--- config.mk ---
export PLATFORM = sky130hd
export DESIGN_NAME = nine_slice_quad_generator_top_flat
export DESIGN_NICKNAME = d
export VERILOG_FILES = /design/src/nsq_pkg.sv /design/src/nsq_item_if.sv /design/src/nsq_quad_if.sv /design/src/nsq_front.sv /design/src/nsq_fifo.sv /design/src/nsq_back.sv /design/src/nine_slice_quad_generator_top.sv /design/src/flat_wrapper.sv
export VERILOG_INCLUDE_DIRS = /design/src /design/src/src
export SDC_FILE = /design/constraint.sdc
export NUM_CORES = 2
export LEC_CHECK = 0
export BUFFER_PORTS_ARGS = -buffer_cell sky130_fd_sc_hd__buf_2
export CORE_UTILIZATION = 50
export CTS_BUF_LIST = sky130_fd_sc_hd__clkbuf_16
export DETAILED_ROUTE_END_ITERATION = 6
export GPL_TIMING_DRIVEN = 1
export PLACE_DENSITY = 0.71
export SETUP_SLACK_MARGIN = 0.2
export SLEW_MARGIN = 20
export SYNTH_ARGS = -nofsm -noshare
export SYNTH_HDL_FRONTEND = slang
export SYNTH_SLANG_ARGS = --single-unit
--- constraint.sdc ---
create_clock -name clk -period 14.9 [get_ports clk]
set_input_delay 1.49 -clock clk [delete_from_list [all_inputs] [get_ports clk]]
set_output_delay 1.49 -clock clk [all_outputs]
set_load 0.02 [all_outputs]
--- src/nine_slice_quad_generator_top_assert.svh ---
// Assertion macros for the nine-slice quad generator RTL.
// They expect clk and arst_n in scope.
`ifndef NINE_SLICE_QUAD_GENERATOR_TOP_ASSERT_SVH
`define NINE_SLICE_QUAD_GENERATOR_TOP_ASSERT_SVH

`define NSQ_ASSERT_ALWAYS(lbl, cond, msg) \
	lbl: assert property (@(posedge clk) disable iff (!arst_n) (cond)) else $error(msg);

`define NSQ_ASSERT_IMPLY(lbl, ante, cons, msg) \
	lbl: assert property (@(posedge clk) disable iff (!arst_n) (ante) |-> (cons)) else $error(msg);

`endif

--- src/nsq_pkg.sv ---
package nsq_pkg;

	localparam int COORD_W      = 16;
	localparam int BORDER_W     = 14;
	localparam int TEX_W        = 13;
	localparam int ID_W         = 16;
	localparam int COLOR_W      = 32;
	localparam int UV_W         = 17;
	localparam int MAX_TEX_SIZE = 4096;
	localparam int UV_FRAC_BITS = 16;

	// radix-4 divider: two quotient bits per cycle, holding at the last step until the job is taken
	localparam int DIV_STEPS = (UV_FRAC_BITS + 1) / 2;
	localparam int QUO_W     = 2 * DIV_STEPS;
	localparam int DIV_PAD   = QUO_W - UV_FRAC_BITS;
	localparam int TEX16_W   = TEX_W + 4;
	localparam int DVSR_W    = TEX16_W + DIV_PAD;
	localparam int STEP_W    = $clog2(DIV_STEPS);
	localparam int UVC_W     = UV_FRAC_BITS + 1;

	localparam logic [UVC_W-1:0] UV_ONE  = UVC_W'(1) << UV_FRAC_BITS;
	localparam logic [UVC_W-1:0] UV_HALF = UVC_W'(1) << (UV_FRAC_BITS - 1);

	localparam int NUM_CELLS  = 9;
	localparam int CELL_IDX_W = $clog2(NUM_CELLS);
	localparam int QDEPTH     = 2;
	localparam int QPTR_W     = $clog2(QDEPTH);
	localparam int QCNT_W     = $clog2(QDEPTH + 1);

	typedef logic signed [COORD_W-1:0] coord_t;
	typedef logic [UV_W-1:0]           uv_t;
	typedef logic [BORDER_W-1:0]       border_t;
	typedef logic [TEX_W-1:0]          tex_t;
	typedef logic [ID_W-1:0]           id_t;
	typedef logic [COLOR_W-1:0]        color_t;
	typedef logic [NUM_CELLS-1:0]      cell_mask_t;
	typedef logic [CELL_IDX_W-1:0]     cell_idx_t;
	typedef coord_t [3:0]              coord4_t;
	typedef uv_t [3:0]                 uv4_t;

	typedef struct packed {
		logic [DVSR_W-1:0] rem;
		logic [QUO_W-1:0]  quo;
	} div_state_t;

	typedef struct packed {
		coord4_t    xs;
		coord4_t    ys;
		uv4_t       us;
		uv4_t       vs;
		id_t        tex;
		color_t     color;
		cell_mask_t mask;
	} nsq_job_t;

	function automatic logic [1:0] cell_row(cell_idx_t idx);
		logic [1:0] r;
		case (idx)
			4'd0, 4'd1, 4'd2: r = 2'd0;
			4'd3, 4'd4, 4'd5: r = 2'd1;
			default: r = 2'd2;
		endcase
		return r;
	endfunction

	function automatic logic [1:0] cell_col(cell_idx_t idx);
		logic [1:0] c;
		case (idx)
			4'd0, 4'd3, 4'd6: c = 2'd0;
			4'd1, 4'd4, 4'd7: c = 2'd1;
			default: c = 2'd2;
		endcase
		return c;
	endfunction

endpackage

--- src/nsq_item_if.sv ---
interface nsq_item_if;
	import nsq_pkg::*;

	logic    valid;
	logic    ready;
	coord_t  rect_left;
	coord_t  rect_top;
	coord_t  rect_right;
	coord_t  rect_bottom;
	border_t border_size;
	tex_t    tex_width;
	tex_t    tex_height;
	id_t     texture_id;
	color_t  packed_color;

	modport source (
		output valid, rect_left, rect_top, rect_right, rect_bottom, border_size,
		       tex_width, tex_height, texture_id, packed_color,
		input  ready
	);

	modport sink (
		input  valid, rect_left, rect_top, rect_right, rect_bottom, border_size,
		       tex_width, tex_height, texture_id, packed_color,
		output ready
	);
endinterface

--- src/nsq_quad_if.sv ---
interface nsq_quad_if;
	import nsq_pkg::*;

	logic   valid;
	logic   ready;
	coord_t cell_left;
	coord_t cell_top;
	coord_t cell_right;
	coord_t cell_bottom;
	uv_t    u_start;
	uv_t    v_start;
	uv_t    u_end;
	uv_t    v_end;
	id_t    out_texture;
	color_t out_color;
	logic   last_cell;

	modport source (
		output valid, cell_left, cell_top, cell_right, cell_bottom, u_start, v_start,
		       u_end, v_end, out_texture, out_color, last_cell,
		input  ready
	);

	modport sink (
		input  valid, cell_left, cell_top, cell_right, cell_bottom, u_start, v_start,
		       u_end, v_end, out_texture, out_color, last_cell,
		output ready
	);
endinterface

--- src/nsq_front.sv ---
module nsq_front (
	input  logic              clk,
	input  logic              arst_n,
	nsq_item_if.sink          item,
	output logic              job_valid,
	input  logic              job_ready,
	output nsq_pkg::nsq_job_t job
);
	import nsq_pkg::*;
	`include "nine_slice_quad_generator_top_assert.svh"

	function automatic coord4_t cut_axis(coord_t lo, coord_t hi, border_t b);
		logic signed [COORD_W:0] ext;
		logic [COORD_W:0]        b2;
		coord4_t                 e;
		ext  = (COORD_W+1)'(hi) - (COORD_W+1)'(lo);
		b2   = (COORD_W+1)'({b, 1'b0});
		e[0] = lo;
		e[3] = hi;
		if (b2 > $unsigned(ext)) begin
			e[1] = COORD_W'((COORD_W+1)'(lo) + (ext >>> 1));
			e[2] = e[1];
		end else begin
			e[1] = COORD_W'((COORD_W+1)'(lo) + $signed((COORD_W+1)'(b)));
			e[2] = COORD_W'((COORD_W+1)'(hi) - $signed((COORD_W+1)'(b)));
		end
		return e;
	endfunction

	function automatic div_state_t div_step2(logic [DVSR_W-1:0] rem, logic [QUO_W-1:0] quo,
			logic [DVSR_W-1:0] dvsr);
		logic [DVSR_W:0] sh;
		div_state_t      s;
		s.rem = rem;
		s.quo = quo;
		for (int k = 0; k < 2; k++) begin
			sh = {s.rem, 1'b0};
			if (sh >= {1'b0, dvsr}) begin
				s.rem = DVSR_W'(sh - {1'b0, dvsr});
				s.quo = {s.quo[QUO_W-2:0], 1'b1};
			end else begin
				s.rem = DVSR_W'(sh);
				s.quo = {s.quo[QUO_W-2:0], 1'b0};
			end
		end
		return s;
	endfunction

	function automatic uv4_t uv_axis(logic clamp, logic [QUO_W-1:0] q);
		logic [UVC_W-1:0] qq;
		uv4_t             t;
		qq   = UVC_W'(q);
		t[0] = '0;
		t[3] = UV_W'(UV_ONE);
		t[1] = clamp ? UV_W'(UV_HALF) : UV_W'(qq);
		t[2] = clamp ? UV_W'(UV_HALF) : UV_W'(UV_ONE - qq);
		return t;
	endfunction

	logic              busy_q;
	logic [STEP_W-1:0] step_q;
	coord4_t           ex_q;
	coord4_t           ey_q;
	logic              clamp_u_q;
	logic              clamp_v_q;
	logic [DVSR_W-1:0] du_q;
	logic [DVSR_W-1:0] dv_q;
	logic [DVSR_W-1:0] ru_q;
	logic [DVSR_W-1:0] rv_q;
	logic [QUO_W-1:0]  qu_q;
	logic [QUO_W-1:0]  qv_q;
	id_t               tex_q;
	color_t            color_q;

	logic signed [COORD_W:0] ext_x;
	logic signed [COORD_W:0] ext_y;
	logic                    item_ok;
	logic                    final_step;
	logic                    advance;
	logic                    accept;
	div_state_t              nu;
	div_state_t              nv;
	logic [2:0]              cx;
	logic [2:0]              ry;

	always_comb begin
		ext_x   = (COORD_W+1)'(item.rect_right) - (COORD_W+1)'(item.rect_left);
		ext_y   = (COORD_W+1)'(item.rect_bottom) - (COORD_W+1)'(item.rect_top);
		item_ok = (ext_x > 0) && (ext_y > 0) && (item.border_size != '0)
			&& (item.tex_width != '0) && (item.tex_height != '0)
			&& (32'(item.tex_width) <= MAX_TEX_SIZE)
			&& (32'(item.tex_height) <= MAX_TEX_SIZE);
	end

	assign final_step = busy_q && (step_q == STEP_W'(DIV_STEPS - 1));
	assign advance    = busy_q && (!final_step || job_ready);
	assign item.ready = !busy_q || (final_step && job_ready);
	assign accept     = item.valid && item.ready;
	assign job_valid  = final_step;

	always_comb begin
		nu = div_step2(ru_q, qu_q, du_q);
		nv = div_step2(rv_q, qv_q, dv_q);
		for (int c = 0; c < 3; c++) begin
			cx[c] = ex_q[c+1] > ex_q[c];
			ry[c] = ey_q[c+1] > ey_q[c];
		end
		job.xs    = ex_q;
		job.ys    = ey_q;
		job.us    = uv_axis(clamp_u_q, nu.quo);
		job.vs    = uv_axis(clamp_v_q, nv.quo);
		job.tex   = tex_q;
		job.color = color_q;
		for (int i = 0; i < NUM_CELLS; i++) begin
			job.mask[i] = cx[i % 3] & ry[i / 3];
		end
	end

	always_ff @(posedge clk or negedge arst_n) begin
		if (!arst_n) begin
			busy_q <= 1'b0;
			step_q <= '0;
		end else if (accept) begin
			busy_q <= item_ok;
			step_q <= '0;
		end else if (advance) begin
			busy_q <= !final_step;
			step_q <= final_step ? '0 : step_q + STEP_W'(1);
		end
	end

	always_ff @(posedge clk) begin
		if (accept) begin
			ex_q      <= cut_axis(item.rect_left, item.rect_right, item.border_size);
			ey_q      <= cut_axis(item.rect_top, item.rect_bottom, item.border_size);
			clamp_u_q <= TEX16_W'({item.border_size, 1'b0}) > {item.tex_width, 4'b0};
			clamp_v_q <= TEX16_W'({item.border_size, 1'b0}) > {item.tex_height, 4'b0};
			du_q      <= {item.tex_width, {(4 + DIV_PAD){1'b0}}};
			dv_q      <= {item.tex_height, {(4 + DIV_PAD){1'b0}}};
			ru_q      <= DVSR_W'(item.border_size);
			rv_q      <= DVSR_W'(item.border_size);
			qu_q      <= '0;
			qv_q      <= '0;
			tex_q     <= item.texture_id;
			color_q   <= item.packed_color;
		end else if (advance) begin
			ru_q <= nu.rem;
			rv_q <= nv.rem;
			qu_q <= nu.quo;
			qv_q <= nv.quo;
		end
	end

	`NSQ_ASSERT_IMPLY(a_u_quo_bound, final_step && !clamp_u_q, UVC_W'(nu.quo) <= UV_HALF, "u quotient above one half")
	`NSQ_ASSERT_IMPLY(a_v_quo_bound, final_step && !clamp_v_q, UVC_W'(nv.quo) <= UV_HALF, "v quotient above one half")
endmodule

--- src/nsq_fifo.sv ---
module nsq_fifo (
	input  logic              clk,
	input  logic              arst_n,
	input  logic              push_valid,
	output logic              push_ready,
	input  nsq_pkg::nsq_job_t push_job,
	output logic              pop_valid,
	input  logic              pop_ready,
	output nsq_pkg::nsq_job_t pop_job
);
	import nsq_pkg::*;
	`include "nine_slice_quad_generator_top_assert.svh"

	nsq_job_t          mem_q [QDEPTH];
	logic [QPTR_W-1:0] wr_ptr_q;
	logic [QPTR_W-1:0] rd_ptr_q;
	logic [QCNT_W-1:0] cnt_q;
	logic              push;
	logic              pop;

	assign push_ready = cnt_q != QCNT_W'(QDEPTH);
	assign pop_valid  = cnt_q != '0;
	assign push       = push_valid && push_ready;
	assign pop        = pop_valid && pop_ready;
	assign pop_job    = mem_q[rd_ptr_q];

	always_ff @(posedge clk or negedge arst_n) begin
		if (!arst_n) begin
			wr_ptr_q <= '0;
			rd_ptr_q <= '0;
			cnt_q    <= '0;
		end else begin
			if (push) begin
				wr_ptr_q <= (wr_ptr_q == QPTR_W'(QDEPTH - 1)) ? '0 : wr_ptr_q + QPTR_W'(1);
			end
			if (pop) begin
				rd_ptr_q <= (rd_ptr_q == QPTR_W'(QDEPTH - 1)) ? '0 : rd_ptr_q + QPTR_W'(1);
			end
			if (push && !pop) begin
				cnt_q <= cnt_q + QCNT_W'(1);
			end else if (pop && !push) begin
				cnt_q <= cnt_q - QCNT_W'(1);
			end
		end
	end

	always_ff @(posedge clk) begin
		if (push) begin
			mem_q[wr_ptr_q] <= push_job;
		end
	end

	`NSQ_ASSERT_ALWAYS(a_cnt_bound, cnt_q <= QCNT_W'(QDEPTH), "queue count above depth")
endmodule

--- src/nsq_back.sv ---
module nsq_back (
	input  logic              clk,
	input  logic              arst_n,
	input  logic              job_valid,
	output logic              job_ready,
	input  nsq_pkg::nsq_job_t job,
	nsq_quad_if.source        quad
);
	import nsq_pkg::*;
	`include "nine_slice_quad_generator_top_assert.svh"

	logic       active_q;
	cell_mask_t rem_q;
	nsq_job_t   job_q;
	logic       ovld_q;
	coord_t     left_q;
	coord_t     top_q;
	coord_t     right_q;
	coord_t     bottom_q;
	uv_t        us_q;
	uv_t        vs_q;
	uv_t        ue_q;
	uv_t        ve_q;
	id_t        otex_q;
	color_t     ocolor_q;
	logic       last_q;

	logic       advance;
	logic       emit;
	logic       pop;
	cell_mask_t low;
	cell_mask_t rest;
	cell_idx_t  idx;
	logic [1:0] row;
	logic [1:0] col;
	logic [1:0] row1;
	logic [1:0] col1;

	always_comb begin
		advance = !ovld_q || quad.ready;
		emit    = active_q && advance;
		low     = rem_q & (~rem_q + NUM_CELLS'(1));
		rest    = rem_q & (rem_q - NUM_CELLS'(1));
		idx     = '0;
		for (int i = 0; i < NUM_CELLS; i++) begin
			if (low[i]) begin
				idx = idx | CELL_IDX_W'(i);
			end
		end
		row       = cell_row(idx);
		col       = cell_col(idx);
		row1      = row + 2'd1;
		col1      = col + 2'd1;
		job_ready = !active_q || (emit && (rest == '0));
		pop       = job_valid && job_ready;
	end

	always_ff @(posedge clk or negedge arst_n) begin
		if (!arst_n) begin
			active_q <= 1'b0;
			rem_q    <= '0;
			ovld_q   <= 1'b0;
		end else begin
			if (pop) begin
				active_q <= job.mask != '0;
				rem_q    <= job.mask;
			end else if (emit) begin
				active_q <= rest != '0;
				rem_q    <= rest;
			end
			if (emit) begin
				ovld_q <= 1'b1;
			end else if (quad.ready) begin
				ovld_q <= 1'b0;
			end
		end
	end

	always_ff @(posedge clk) begin
		if (pop) begin
			job_q <= job;
		end
		if (emit) begin
			left_q   <= job_q.xs[col];
			right_q  <= job_q.xs[col1];
			top_q    <= job_q.ys[row];
			bottom_q <= job_q.ys[row1];
			us_q     <= job_q.us[col];
			ue_q     <= job_q.us[col1];
			vs_q     <= job_q.vs[row];
			ve_q     <= job_q.vs[row1];
			otex_q   <= job_q.tex;
			ocolor_q <= job_q.color;
			last_q   <= rest == '0;
		end
	end

	assign quad.valid       = ovld_q;
	assign quad.cell_left   = left_q;
	assign quad.cell_top    = top_q;
	assign quad.cell_right  = right_q;
	assign quad.cell_bottom = bottom_q;
	assign quad.u_start     = us_q;
	assign quad.v_start     = vs_q;
	assign quad.u_end       = ue_q;
	assign quad.v_end       = ve_q;
	assign quad.out_texture = otex_q;
	assign quad.out_color   = ocolor_q;
	assign quad.last_cell   = last_q;

	`NSQ_ASSERT_IMPLY(a_active_has_cells, active_q, rem_q != '0, "active job with no cells left")
endmodule

--- src/nine_slice_quad_generator_top.sv ---
// Nine-slice quad generator: one rectangle transfer in, up to nine textured quads out.
// An accepted item is registered in the front end, runs the radix-4 UV divider, passes the
// job FIFO and the back end's job register, and leaves through the quad output register.
// The rate is set by the radix-4 UV divider and the one-quad-per-cycle output register, held by
// quad.ready; the front end takes a new item as it hands off its job and drops a rejected item.
// Reset: arst_n clears all control state asynchronously; the block is ready right after reset.
module nine_slice_quad_generator_top (
	input  logic       clk,
	input  logic       arst_n,
	nsq_item_if.sink   item,
	nsq_quad_if.source quad
);
	import nsq_pkg::*;

	logic     f_valid;
	logic     f_ready;
	nsq_job_t f_job;
	logic     b_valid;
	logic     b_ready;
	nsq_job_t b_job;

	nsq_front u_front (
		.clk       (clk),
		.arst_n    (arst_n),
		.item      (item),
		.job_valid (f_valid),
		.job_ready (f_ready),
		.job       (f_job)
	);

	nsq_fifo u_fifo (
		.clk        (clk),
		.arst_n     (arst_n),
		.push_valid (f_valid),
		.push_ready (f_ready),
		.push_job   (f_job),
		.pop_valid  (b_valid),
		.pop_ready  (b_ready),
		.pop_job    (b_job)
	);

	nsq_back u_back (
		.clk       (clk),
		.arst_n    (arst_n),
		.job_valid (b_valid),
		.job_ready (b_ready),
		.job       (b_job),
		.quad      (quad)
	);
endmodule
--- src/flat_wrapper.sv ---
// flat-port wrapper written by rule: the top's interface ports become plain ports
module nine_slice_quad_generator_top_flat import nsq_pkg::*;
  (clk, arst_n, item_valid, item_rect_left, item_rect_top, item_rect_right, item_rect_bottom, item_border_size, item_tex_width, item_tex_height, item_texture_id, item_packed_color, item_ready, quad_valid, quad_cell_left, quad_cell_top, quad_cell_right, quad_cell_bottom, quad_u_start, quad_v_start, quad_u_end, quad_v_end, quad_out_texture, quad_out_color, quad_last_cell, quad_ready);
  nsq_item_if item_i ();
  nsq_quad_if quad_i ();
  input  logic clk;
  input  logic arst_n;
  input wire logic [$bits(item_i.valid)-1:0] item_valid;
  input wire logic [$bits(item_i.rect_left)-1:0] item_rect_left;
  input wire logic [$bits(item_i.rect_top)-1:0] item_rect_top;
  input wire logic [$bits(item_i.rect_right)-1:0] item_rect_right;
  input wire logic [$bits(item_i.rect_bottom)-1:0] item_rect_bottom;
  input wire logic [$bits(item_i.border_size)-1:0] item_border_size;
  input wire logic [$bits(item_i.tex_width)-1:0] item_tex_width;
  input wire logic [$bits(item_i.tex_height)-1:0] item_tex_height;
  input wire logic [$bits(item_i.texture_id)-1:0] item_texture_id;
  input wire logic [$bits(item_i.packed_color)-1:0] item_packed_color;
  output wire logic [$bits(item_i.ready)-1:0] item_ready;
  output wire logic [$bits(quad_i.valid)-1:0] quad_valid;
  output wire logic [$bits(quad_i.cell_left)-1:0] quad_cell_left;
  output wire logic [$bits(quad_i.cell_top)-1:0] quad_cell_top;
  output wire logic [$bits(quad_i.cell_right)-1:0] quad_cell_right;
  output wire logic [$bits(quad_i.cell_bottom)-1:0] quad_cell_bottom;
  output wire logic [$bits(quad_i.u_start)-1:0] quad_u_start;
  output wire logic [$bits(quad_i.v_start)-1:0] quad_v_start;
  output wire logic [$bits(quad_i.u_end)-1:0] quad_u_end;
  output wire logic [$bits(quad_i.v_end)-1:0] quad_v_end;
  output wire logic [$bits(quad_i.out_texture)-1:0] quad_out_texture;
  output wire logic [$bits(quad_i.out_color)-1:0] quad_out_color;
  output wire logic [$bits(quad_i.last_cell)-1:0] quad_last_cell;
  input wire logic [$bits(quad_i.ready)-1:0] quad_ready;
  assign item_i.valid = item_valid;
  assign item_i.rect_left = item_rect_left;
  assign item_i.rect_top = item_rect_top;
  assign item_i.rect_right = item_rect_right;
  assign item_i.rect_bottom = item_rect_bottom;
  assign item_i.border_size = item_border_size;
  assign item_i.tex_width = item_tex_width;
  assign item_i.tex_height = item_tex_height;
  assign item_i.texture_id = item_texture_id;
  assign item_i.packed_color = item_packed_color;
  assign item_ready = item_i.ready;
  assign quad_valid = quad_i.valid;
  assign quad_cell_left = quad_i.cell_left;
  assign quad_cell_top = quad_i.cell_top;
  assign quad_cell_right = quad_i.cell_right;
  assign quad_cell_bottom = quad_i.cell_bottom;
  assign quad_u_start = quad_i.u_start;
  assign quad_v_start = quad_i.v_start;
  assign quad_u_end = quad_i.u_end;
  assign quad_v_end = quad_i.v_end;
  assign quad_out_texture = quad_i.out_texture;
  assign quad_out_color = quad_i.out_color;
  assign quad_last_cell = quad_i.last_cell;
  assign quad_i.ready = quad_ready;
  nine_slice_quad_generator_top u_core (.clk(clk), .arst_n(arst_n), .item(item_i), .quad(quad_i));
endmodule
== Word level (Yosys, flattened, before mapping) ==
Memory sizes are Yosys's and may differ from the RTL's.
Index checks and enable logic that the tools add are counted.

* $add $sub $neg: 23
* Magnitude comparators: 22
* Eq/ne operators: 9
* Muxes and demuxes: 57
* Bitwise gates (word level): 12
* Reductions and logical operators: 41

{| class="wikitable"
|+ Operator list
! cell !! number
|-
| binary-select mux 17 bit (select 2 bit) || 4
|-
| two-way mux 33 bit || 4
|-
| binary-select mux 16 bit (select 2 bit) || 4
|-
| two-way mux 17 bit || 6
|-
| greater-than comparator 16 bit || 6
|-
| two-way mux 16 bit || 6
|-
| >= comparator 18 x 17 -> 1 bit || 4
|-
| greater-than comparator 15 x 17 -> 1 bit || 4
|-
| subtractor 17 bit || 4
|-
| two-way mux 32 bit || 2
|-
| two-way mux 14 bit || 4
|-
| greater-than comparator 17 x 1 -> 1 bit (second input constant) || 2
|-
| subtractor 16 x 16 -> 17 bit || 2
|-
| subtractor 17 x 16 -> 17 bit (first input constant) || 2
|-
| adder 16 x 15 -> 16 bit || 2
|-
| adder 16 bit || 2
|-
| subtractor 16 x 15 -> 16 bit || 2
|-
| <= comparator 13 bit (second input constant) || 2
|-
| nonzero test 13 bit || 2
|-
| two-way mux 3 bit || 7
|-
| AND 9 bit || 2
|-
| two-way mux 9 bit || 2
|-
| nonzero test 9 bit || 2
|-
| == test 4 x 3 -> 1 bit (second input constant) || 4
|-
| 25 further kinds || 83
|}

* Register bits: 780
* RAM bits: 502
* Input port bits: 156
* Output and inout port bits: 183
* Logic and storage cells: 222
* Memories: 1

{| class="wikitable"
|+ Memory list
! memory !! depth !! bits a word !! rd ports !! clocked after Yosys merged registers in !! wr ports !! RTL line !! source
|-
| u_core.u_fifo.mem_q || 2 || 251 || 1 || 0 || 1 || nsq_fifo.sv:14 || <nowiki>nsq_job_t mem_q [QDEPTH];</nowiki>
|}

== Longest topological paths before layout ==
* Depth in word-level cells: 17
* Depth in mapped cells: 29
* Gate-level depth less buffers: 27

== Hierarchy ==
Synthesis repeated with hierarchy kept, for this count alone.

* Cells, all modules: 4417
* Area total of the unflattened synthesis: 63993.9 um2

{| class="wikitable"
|+ By module, submodules not included
! module !! instances !! cells each !! area an instance (um2) !! seq. area each (um2)
|-
| nsq_fifo || 1 || 1017 || 23611.4 || 19378.6
|-
| nsq_front || 1 || 2467 || 22487.8 || 7627.3
|-
| nsq_back || 1 || 933 || 17894.7 || 15079.5
|}

== Worst setup path after synthesis ==
OpenSTA, ideal clock, no wires.

* Kind: register to register
* Start: reg u_core.u_front.step_q[0]
* End: mem u_core.u_fifo.mem_q[0][0] (netlist name), enable pin
* Setup time: 0.865 ns
* Data arrival time: 11.136 ns
* Data required time: 14.035 ns
* Slack: 2.899 ns
* Stages on the path, launching flop included: 5
* Buffers on the path: 0
* Clock period less this slack: 12.001 ns
* Path through: dfrtp_1 > ha_1 > ha_1 > nand3_1 > nor2_1

* Word-level cells in the longest chain between the ends: 5

{| class="wikitable"
|+ Ends and longest elaborated chain
! item !! RTL line !! source
|-
| start, declared || nsq_front.sv:61 || <nowiki>logic [STEP_W-1:0] step_q;</nowiki>
|-
| start signal, assigned || nsq_front.sv:128 || <nowiki>step_q <= final_step ? '0 : step_q + STEP_W'(1);</nowiki>
|-
| == test 3 bit || nsq_front.sv:95 || <nowiki>assign final_step = busy_q && (step_q == STEP_W'(DIV_STEPS - 1));</nowiki>
|-
| logical AND 1 bit || nsq_front.sv:95 ||
|-
| logical AND 1 bit || nsq_fifo.sv:23 || <nowiki>assign push = push_valid && push_ready;</nowiki>
|-
| two-way mux 1 bit || nsq_fifo.sv:48 || <nowiki>if (push) begin</nowiki>
|-
| two-way mux 1 bit (not written as such) || nsq_fifo.sv:49 || <nowiki>mem_q[wr_ptr_q] <= push_job;</nowiki>
|-
| end, declared || nsq_fifo.sv:14 ||
|}

No other way between the ends.

==> impl_results.md <==
- Outcome: complete, but fails checks
- Failing checks: design-rule violations
- Fillers: 8537
- Post-synthesis mux area share: 0.05799
- TritonCTS Sinks: 1200
- Core Region: 108900 sq um
- Fin util: 0.5711
- Die area: 111100 sq um
- Post-CTS setup buffers: 0
- Worst setup SP type: register
- Vias in the first global route: 32090
- RePlAce Congestion: 0.8947
- Max-Cap Viols: 0
- Crit path required time: 15320 ps
- Synth Register Bits: 1200
- CTS Buffer Depth: 3
- Final hold vios: 0
- Final Max Tran Viols: 0
- WL per Instance: 21.64 microns
- Drt pass-1 iters: 7
- Synth top area share: 0.6273
- Inst Count DP: 5642
- Hold-fix buffers at CTS: 0
- Largest net degree at the start of global routing: 115
- Number of synthesized flops with an enable pin: 1147
- TritonCTS Buffers: 117
- Final Hold Slack: 414.6 ps
- Slew at the pin closest to its max-slew limit: 1090 ps
- Rows: 121
- Finished Cell Area: 62170 sq um
- Root Buffer: clkbuf_16
- Most frequent cells in the layout: 1147 x edfxtp_1, 338 x buf_2, 323 x inv_1, 321 x ha_1, 299 x nand2_1
- Nets: 4836
- Tightest Hold Check Type: register to register
- Initial antenna violation count: 15
- Synthesized cell area: 54910 sq um
- Pwr dens: 225.2 nW/um^2
- CTS-repair resized insts: 0
- Share of layout cells above drive strength 1: 0.1896
- Starting Density: 0.5044
- Crit path launch: u_core.u_front.rv_q[3]
- Via total after detailed routing: 33070
- Worst setup path class: register to register
- Placement Setup Slack: 7791 ps
- WL met2: 57110 microns
- Global-route wire length before repair: 189900 microns
- Crit end category: register
- Peak VDD IR: 303.5 uV
- Setup TNS: 0 ps
- Post-DP HPWL: 88870 microns
- Die X: 333.4 microns
- Netlist cell types: 91
- Met1 WL: 56700 microns
- Finished Layout Cells: 5875
- Die height: 333.4 microns
- Crit-path slowest cell: a211oi_2
- Clock slew at reported path FFs: 60 ps
- Min setup slack post-route: 7653 ps
- CTS tree: yes
- Period utilization: 0.4864
- Port bufs: 338
- Critical path peak fanout: 14
- Commonest non-fill, non-tap cell in the layout: edfxtp_1
- Post-synthesis sequential area ratio: 0.6483
- # setup viols final: 0
- Largest family of logic cells by synthesized area: compound AO/OA/AOI/OAI gates
- Synth Area in Adders: 0.07791
- Max stage delay on crit path: 830 ps
- P_leak: 23.97 nW
- Worst EP arrival: 7670 ps
- Post-synth ARST share: 0.01583
- GRT Total Usage: 0.2257
- Clock Skews: 33.80 ps
- Syn avg cell area: 13.84 sq um
- Achievable Freq: 138.0 MHz
- Area growth syn-to-layout: 13.22%
- Max_slew headroom: 0.2736
- Crit path cell chain: inv_1, ha_1, inv_1, fa_1, a21o_1, a221oi_2, o21ai_2, a211oi_2, o21ai_2, inv_1, mux2_2, ha_1, nor2b_1, o21ai_0, nand2b_1, a21oi_1, o21ai_1, a211oi_2, buf_4, ha_1, nand3_1, nor4_1, xor2_1, nor2_1
- DRC: 2
- Ports: 339
- Post-synth top flop: edfxtp_1
- Post-Synth Simple-Gate Area: 0.07150
- Gr ovfl total: 0
- H-tree Lvls: 3
- Cells after Synth: 3967
- DR iter-0 viols: 2698
- Reg2reg start: u_core.u_front.rv_q[3]
- Largest area contributor in the synthesized netlist: edfxtp_1
- Yosys Warn Count: 0
- Pwr Total: 14.00 mW
- Period minus WS final: 7247 ps
- XOR/XNOR Fraction of Synth Area: 0.02600
- Synth Area in Compound Gates: 0.08930
- Drt total wl: 127200 microns
- Antenna Nets Post-Route: 0
- Main area contributors after synthesis: edfxtp_1 63%, ha_1 7.3%, mux2_2 5.1%, inv_1 2.0%, nand2_1 2.0%
- Top Metal Used: met5
- Met3 wire len: 7903 microns
- RSZ-0062 raised after global routing: no
- Hold path start: u_core.u_back.job_q[34]
- Syn_nets: 4456
- Clk_lat worst skew: 700 ps
- Vias per cell: 5.628
- Placement Cell Area: 58270 sq um
area by class of cell:
class | count | area, sq um | share of cell area
diodes | 14 | 35.03 | 0.0005635
clock buffers | 119 | 2978 | 0.04790
clock inverters | 100 | 888.4 | 0.01429
inverters | 300 | 1149 | 0.01848
multi-input cells | 2357 | 17810 | 0.2864
flip-flops and latches | 1200 | 35600 | 0.5727
well taps | 1414 | 1769 | 0.02846
repair buffers | 371 | 1939 | 0.03120
cell families (layout without fill, tap and decap cells):
logic type      Yosys count  after routing
compound gates          753            753
xor+xnor                163            163
fa+ha+maj               335            335
buf+inv                 410            890
flops                  1200           1200
mux                     287            287
other cells               0             14
simple gates            819            819
Yosys cell counts, types with 8 or more instances:
library cell,number
a211oi_1,18
a21boi_0,8
a21o_1,71
a21oi_1,188
a222oi_1,16
a22o_1,31
a22oi_1,35
a31oi_1,17
and2_1,11
and3_1,13
buf_1,13
buf_2,12
clkbuf_1,79
dfrtp_1,19
dfxtp_1,34
edfxtp_1,1147
fa_1,12
ha_1,321
inv_1,299
mux2_2,249
mux2i_1,38
nand2_1,299
nand2b_1,29
nand3_1,36
nand3b_1,8
nand4_1,37
nor2_1,183
nor2b_1,71
nor3_1,41
nor4_1,32
o211ai_1,10
o21a_1,53
o21ai_0,195
o21ai_1,12
o21bai_1,17
o31ai_1,16
or3_1,17
or4_1,9
xnor2_1,87
xor2_1,76
final timing paths:
| kind | end | slack (ps) | depth (start not counted) |
|---|---|---|---|
| setup reg to reg | u_core.u_fifo.mem_q[0][120] | 7650 | 24 |
| setup / recovery | u_core.u_fifo.mem_q[0][120] | 7650 | 24 |
| hold / removal | u_core.u_back.quad.out_color[25] | 410 | 0 |
| hold reg to reg | u_core.u_back.quad.out_color[25] | 410 | 0 |
| max in group asynchronous | u_core.u_fifo.rd_ptr_q | 13730 | 1 |
| min in group asynchronous | u_core.u_front.busy_q | 760 | 1 |
routing by layer:
metal	vias to the layer above	track usage
li1	15600	-
met4	2	0.1048
met1	16130	0.3189
met5	-	0
met3	226	0.03105
met2	1109	0.3471
registers in the layout, summed over array words and instances (netlist names), 9 cells and up:
register,count
u_core.u_fifo.mem_q,498
u_core.u_back.job_q,240
u_core.u_front.job,128
u_core.u_back.quad.out_color,32
u_core.u_front.color_q,32
u_core.u_back.quad.u_end,17
u_core.u_back.quad.u_start,17
u_core.u_back.quad.v_end,17
u_core.u_back.quad.v_start,17
u_core.u_back.quad.cell_bottom,16
u_core.u_back.quad.cell_left,16
u_core.u_back.quad.cell_right,16
u_core.u_back.quad.cell_top,16
u_core.u_back.quad.out_texture,16
u_core.u_front.tex_q,16
u_core.u_front.ru_q,15
u_core.u_front.rv_q,15
u_core.u_front.qu_q,14
u_core.u_front.qv_q,14
u_core.u_front.du_q,13
u_core.u_front.dv_q,13
u_core.u_back.rem_q,9
power by group:
group          leakage, nW  switching, mW  internal [mW]
Combinational         10.8           3.50           1.94
Clock                 2.00           1.25           1.71
Sequential            11.2          0.493           5.11
Total                 24.0           5.24           8.76
worst max-delay path, delay by kind of cell, from the launching register on:
kind	cells	cell delay, ps
compound gates	9	2730
fa+ha+maj	4	1270
buf+inv	4	1120
simple gates	5	800
mux	1	430
flops	1	420
xor+xnor	1	170
No activity file was read; power rests on OpenSTA's default activity.
